`src/hw/rtl/bounded_edit_distance_check_defines.svh`:
```
// Assertion macros for the bounded edit distance check.
// Define NO_ASSERTIONS to compile them away; no other dependencies.
`ifndef BOUNDED_EDIT_DISTANCE_CHECK_DEFINES_SVH
`define BOUNDED_EDIT_DISTANCE_CHECK_DEFINES_SVH
`ifndef NO_ASSERTIONS
// Same-cycle implication, checked at each rising clock edge
`define BEDC_ASSERT_NOW(label, clk, rst_n, ante, cons) \
  label: assert property (@(posedge clk) disable iff (!rst_n) (ante) |-> (cons)) \
    else $error("bedc assertion failed");
// Next-cycle implication
`define BEDC_ASSERT_NEXT(label, clk, rst_n, ante, cons) \
  label: assert property (@(posedge clk) disable iff (!rst_n) (ante) |=> (cons)) \
    else $error("bedc assertion failed");
`else
`define BEDC_ASSERT_NOW(label, clk, rst_n, ante, cons)
`define BEDC_ASSERT_NEXT(label, clk, rst_n, ante, cons)
`endif
`endif

```
`src/hw/rtl/bedc_pkg.sv`:
```
// Shared types, codes and helpers for the bounded edit distance check.
// No dependencies.
`timescale 1ns / 1ps
package bedc_pkg;

  localparam int unsigned MaxLenDef = 256;

  // Request modes
  localparam logic [1:0] MODE_SRC = 2'd0;
  localparam logic [1:0] MODE_TGT = 2'd1;
  localparam logic [1:0] MODE_CMP = 2'd2;

  typedef enum logic [2:0] {
    ST_IDLE,
    ST_INIT,
    ST_PRE,
    ST_CELL,
    ST_DONE
  } state_e;

  // Controller to datapath commands
  typedef struct packed {
    logic idle;
    logic init_wr;
    logic pre;
    logic calc;
    logic finish;
  } cmd_t;

  // Datapath to controller status
  typedef struct packed {
    logic quick;
    logic init_last;
    logic cell_last;
    logic row_last;
  } sts_t;

  // Fold ASCII upper case to lower case
  function automatic logic [7:0] fold_byte(input logic [7:0] b);
    logic [7:0] r;
    r = b;
    if (b >= 8'h41 && b <= 8'h5A) begin
      r = b + 8'h20;
    end
    return r;
  endfunction

endpackage

```
`src/hw/rtl/bedc_ctrl.sv`:
```
// Controller state machine for the bounded edit distance check.
// Depends on bedc_pkg.
`timescale 1ns / 1ps
module bedc_ctrl (
  input  logic          clk_i,
  input  logic          rst_ni,
  input  logic          start_i,
  input  bedc_pkg::sts_t sts_i,
  output bedc_pkg::cmd_t cmd_o
);
  import bedc_pkg::*;

  state_e state_q, state_d;

  // Advance state
  always_ff @(posedge clk_i or negedge rst_ni) begin
    if (!rst_ni) begin
      state_q <= ST_IDLE;
    end else begin
      state_q <= state_d;
    end
  end

  // Next state
  always_comb begin
    state_d = state_q;
    case (state_q)
      ST_IDLE: begin
        if (start_i) state_d = ST_INIT;
      end
      ST_INIT: begin
        if (sts_i.quick) state_d = ST_DONE;
        else if (sts_i.init_last) state_d = ST_PRE;
      end
      ST_PRE: state_d = ST_CELL;
      ST_CELL: begin
        if (sts_i.cell_last && sts_i.row_last) state_d = ST_DONE;
        else if (sts_i.cell_last) state_d = ST_PRE;
      end
      ST_DONE: state_d = ST_IDLE;
      default: state_d = ST_IDLE;
    endcase
  end

  // Commands
  always_comb begin
    cmd_o = '0;
    case (state_q)
      ST_IDLE: cmd_o.idle = 1'b1;
      ST_INIT: cmd_o.init_wr = !sts_i.quick;
      ST_PRE:  cmd_o.pre = 1'b1;
      ST_CELL: cmd_o.calc = 1'b1;
      ST_DONE: cmd_o.finish = 1'b1;
      default: cmd_o = '0;
    endcase
  end
endmodule

```
`config.mk`:
```
export PLATFORM = sky130hd
export DESIGN_NAME = bedc_ctrl
export DESIGN_NICKNAME = d
export VERILOG_FILES = /design/src/hw/rtl/bounded_edit_distance_check_defines.svh /design/src/hw/rtl/bedc_pkg.sv /design/src/hw/rtl/bedc_ctrl.sv
export SDC_FILE = /design/constraint.sdc
export NUM_CORES = 1
export LEC_CHECK = 0
export BUFFER_PORTS_ARGS = -buffer_cell sky130_fd_sc_hd__buf_2
export CAP_MARGIN = 15
export CORE_AREA = 2 2 39 41
export CTS_CLUSTER_SIZE = 16
export DETAILED_ROUTE_END_ITERATION = 6
export DIE_AREA = 0 0 41 43
export GPL_ROUTABILITY_DRIVEN = 0
export PLACE_DENSITY = 0.33
export SYNTH_ARGS = -nofsm -noshare
export SYNTH_HDL_FRONTEND = slang
export SYNTH_SLANG_ARGS = --single-unit
```
`constraint.sdc`:
```
create_clock -name clk_i -period 1.2 [get_ports clk_i]
set_input_delay 0.06 -clock clk_i [delete_from_list [all_inputs] [get_ports clk_i]]
set_output_delay 0.06 -clock clk_i [all_outputs]
set_load 0.01 [all_outputs]
```
**After elaboration in Yosys (flattened, before gate mapping)**

Cells that the tools add are included.

- Register bits after elaboration: 3
- Input bits: 7
- Output and inout bits: 5

- Equal/unequal tests: 7
- Multiplexer cells: 11
- Reductions and logical operators: 4

Operators with widths:

| kind | number |
|---|---|
| 2-to-1 mux 3 bit | 5 |
| case mux 3 bit (4 select lines) | 1 |
| == test 3 x 2 -> 1 bit (second input constant) | 2 |
| inequality test 3 bit (second input constant) | 2 |
| 2-to-1 mux 1 bit | 5 |
| == test 3 x 1 -> 1 bit (second input constant) | 1 |
| == test 3 bit (second input constant) | 1 |
| logical NOT 3 bit | 1 |
| AND reduction 3 bit | 1 |
| inequality test 2 bit (second input constant) | 1 |
| logical AND 1 bit | 1 |
| logical NOT 1 bit | 1 |

**Longest topological paths before layout**

- Word-level depth: 3
- Depth in mapped cells: 3
- Gate-level depth less buffers: 2

**Least setup slack after synthesis**

No wires, ideal clock.

- Kind: reg-to-reg
- Start: register state_q[1]
- End: register state_q[1]
- Setup time: 0.068 ns
- Arrival: 1.041 ns
- Required time: 1.132 ns
- Path slack: 0.091 ns
- Stages on the path, launching flop included: 4
- Path buffers: 1
- Clock period less this slack: 1.109 ns
- Cell sequence: dfrtp_1 > buf_6 > nor4b_2 > a32o_1

- Longest elaborated chain between the ends: 3
- Elaborated cells between the ends (all ways): 9
- Those cells by class: eq/ne (6); mux (1); reduce/logical (2)

Ends and longest elaborated chain:

| element | line | source |
|---|---|---|
| start: declaration | bedc_ctrl.sv:13 | `state_e state_q, state_d;` |
| start signal: assignment | bedc_ctrl.sv:20 | `state_q <= state_d;` |
| == test 3 x 1 -> 1 bit (tied with other cells) | bedc_ctrl.sv:27 | `case (state_q)` |
| inequality test 3 bit (no source line) or inequality test 2 bit (tied branches) | - |  |
| AND reduction 3 bit (no source line) | - |  |

Several ways; a longest one is shown, not always the timed one.
A chain may end at the register's enable or synchronous reset.

==> results_dict.tcl <==
set metrics [dict create \
    cp-end-kind "primary output" \
    cts_buffer_depth 2 \
    clk_pin_slew_ns 0.04 \
    clock_sinks 3 \
    syn_area_um2 204 \
    peakVddDrop_mv 0.527 \
    path_cells "buf_6 > nor4b_4 > buf_2" \
    cts_tree "built" \
    max-slew-margin-rel_pct 84.3 \
    drcViolationCount 0 \
    drt_iter0_drc 4 \
    period_needed_ns 1.20 \
    fp.coreArea_um2 1380 \
    htreeDepth 1 \
    p_leak_nw 0.173 \
    die_h_um 43 \
    track_usage_pct 9.15 \
    port_buffers 11 \
    crit_path_start_kind "flip-flop" \
    violations "negative setup slack" \
    critical_path_class "flip-flop to primary output" \
    required_ns 1.14 \
    layout_common_cells "11 x buf_2, 3 x nand2b_1, 3 x clkbuf_4, 3 x buf_6" \
    final_common_cell "buf_2" \
    via_per_inst 4.07 \
    die_area_um2 1760 \
    drt_wl_total_um 575 \
    fin_nets 48 \
    worst_pin_slew_ns 0.234 \
    cpPeakStageDelay_ns 0.39 \
    ys_seq_area_share_pct 36.8 \
    rows 14 \
    syn_nets 28 \
    largest-register "state_q" \
    grt_max_degree 10 \
    slew_violations 0 \
    worst_slack_ns -0.00313 \
    crit_path_top_delay_cell "dfrtp_1" \
    arrival_ns 1.14 \
    clk_latency_ns 0.23 \
    yosysWarnings 0 \
    fin_area_um2 374 \
    synth-seq-cells 3 \
    first_global_vias 231 \
    setup_viol 1 \
    ios 12 \
    clock_skew_ns 0.00139 \
    netlist-cell-type-count 14 \
    hold_class "primary input to flip-flop" \
    crit_fanout 3 \
    drt-pass1-iter-count 2 \
    fmax_mhz 831 \
    n_antenna_cell 0 \
    whs_ns 0.0915 \
    overflow 0 \
    pwr_density_cell_nw_per_um2 2480 \
    multiInputGateArea_um2 133 \
    die_w_um 41 \
    dpl_cell_area_um2 270 \
    hold_violations 0 \
    grt_pass1_wl_um 986 \
    fin_util_pct 27.0 \
    start_util_pct 14.7 \
    area_delta_synth_final_pct 83.4 \
    outcome "finished, violations left" \
    syn_inst 21 \
    cts-root-buf "clkbuf_4" \
    drive_above_1_share_pct 65.0 \
    reg_top3 "state_q (3)" \
    wl_per_cell_um 10.3 \
    largest_reg_flops 3 \
    fillerInstances 165 \
    grt_setup_unrepaired "true" \
    seq_area_um2 77.6 \
    timing.final.crit_share_pct 100 \
    cap_violations 0 \
    ant_nets 0 \
    antenna_found_initial 0 \
    syn_avg_cell_area_um2 9.71 \
    via_count 228 \
    numCtsBuffers 3 \
]
==> worst paths after layout <==
check	start	endpoint	slack (ns)	depth (start not counted)
hold reg to reg	state_q[0]	state_q[0]	0.61	1
setup reg to reg	state_q[1]	state_q[0]	0.03	3
min in group asynchronous	rst_ni	state_q[1]	0.16	2
hold / removal	sts_i[2]	state_q[1]	0.09	2
setup / recovery	state_q[1]	cmd_o[3]	-0.003	3
max in group asynchronous	rst_ni	state_q[2]	0.93	2
==> cell type report <==
type | instances | area share [%]
flip-flops and latches | 3 | 20.7
inverters | 1 | 1.00
well taps | 16 | 5.35
clock buffers | 4 | 7.02
multi-input cells | 15 | 35.5
repair buffers | 17 | 30.4
==> cell usage after synthesis <==
| master | number | area (um2) |
|---|---|---|
| a21oi_1 | 1 | 5.00 |
| a311oi_2 | 1 | 15.0 |
| a32o_1 | 1 | 10.0 |
| and3_1 | 1 | 6.26 |
| buf_2 | 1 | 5.00 |
| buf_6 | 1 | 11.3 |
| dfrtp_1 | 3 | 75.1 |
| inv_1 | 1 | 3.75 |
| nand2b_1 | 3 | 18.8 |
| nand3_1 | 2 | 10.0 |
| nor3_1 | 3 | 15.0 |
| nor3b_1 | 1 | 7.51 |
| nor4b_2 | 1 | 15.0 |
| or3_1 | 1 | 6.26 |
==> repair_timing <==
| item | 4_1_cts | 5_1_grt |
|---|---|---|
| gates cloned | 0 | 0 |
| setup endpoints to repair | 2 | 5 |
| pin swaps | 3 | 1 |
| gates resized for setup | 6 | 3 |
| endpoints found under the hold margin | 3 | 0 |
| setup buffers | 3 | 1 |
| hold buffers | 1 | 0 |
==> routing by layer <==
metal | up-vias | track usage (%) | part of all wire [%]
li1 | 115 | - | -
met1 | 109 | 10.3 | 40
met2 | 4 | 11.9 | 57
met3 | 0 | 1.57 | 3.1
met4 | 0 | 12.0 | 0
met5 | - | 0 | 0
==> where the power goes <==
group / switching (mW) / internal [mW] / leakage, nW
sequential: 0.0960 / 0.155 / 0.0356
clock: 0.0518 / 0.125 / 0.0150
combinational: 0.200 / 0.301 / 0.122
==> kinds of logic (layout without fill, tap and decap cells) <==
kind of cell	Yosys count	count (layout)	share of synthesized area, %
flops	3	3	36.8
simple gates	12	12	38.7
compound gates	3	3	14.7
buf+inv	3	22	9.81
==> critical path, delay by kind of cell (launching register included) <==
family                 cells  cell delay [ns]
and+or+nand+nor            1             0.21
DFF                        1             0.39
buffers and inverters      2             0.31
==> metrics by stage <==
| stage | total power, mW | setup slack (ns) | TNS, ns | std cells |
|---|---|---|---|---|
| floorplan | 0.476 | 0.0908 | 0 | 21 |
| global placement | 0.568 | 0.107 | 0 | 47 |
| detailed placement | 0.577 | 0.0734 | 0 | 47 |
| CTS | 0.898 | -0.0270 | -0.0480 | 55 |
| global route | 1.03 | -0.0709 | -0.153 | 56 |
| finish | 0.928 | -0.00313 | -0.00313 | 56 |
No activity file was read; power rests on OpenSTA's default activity.
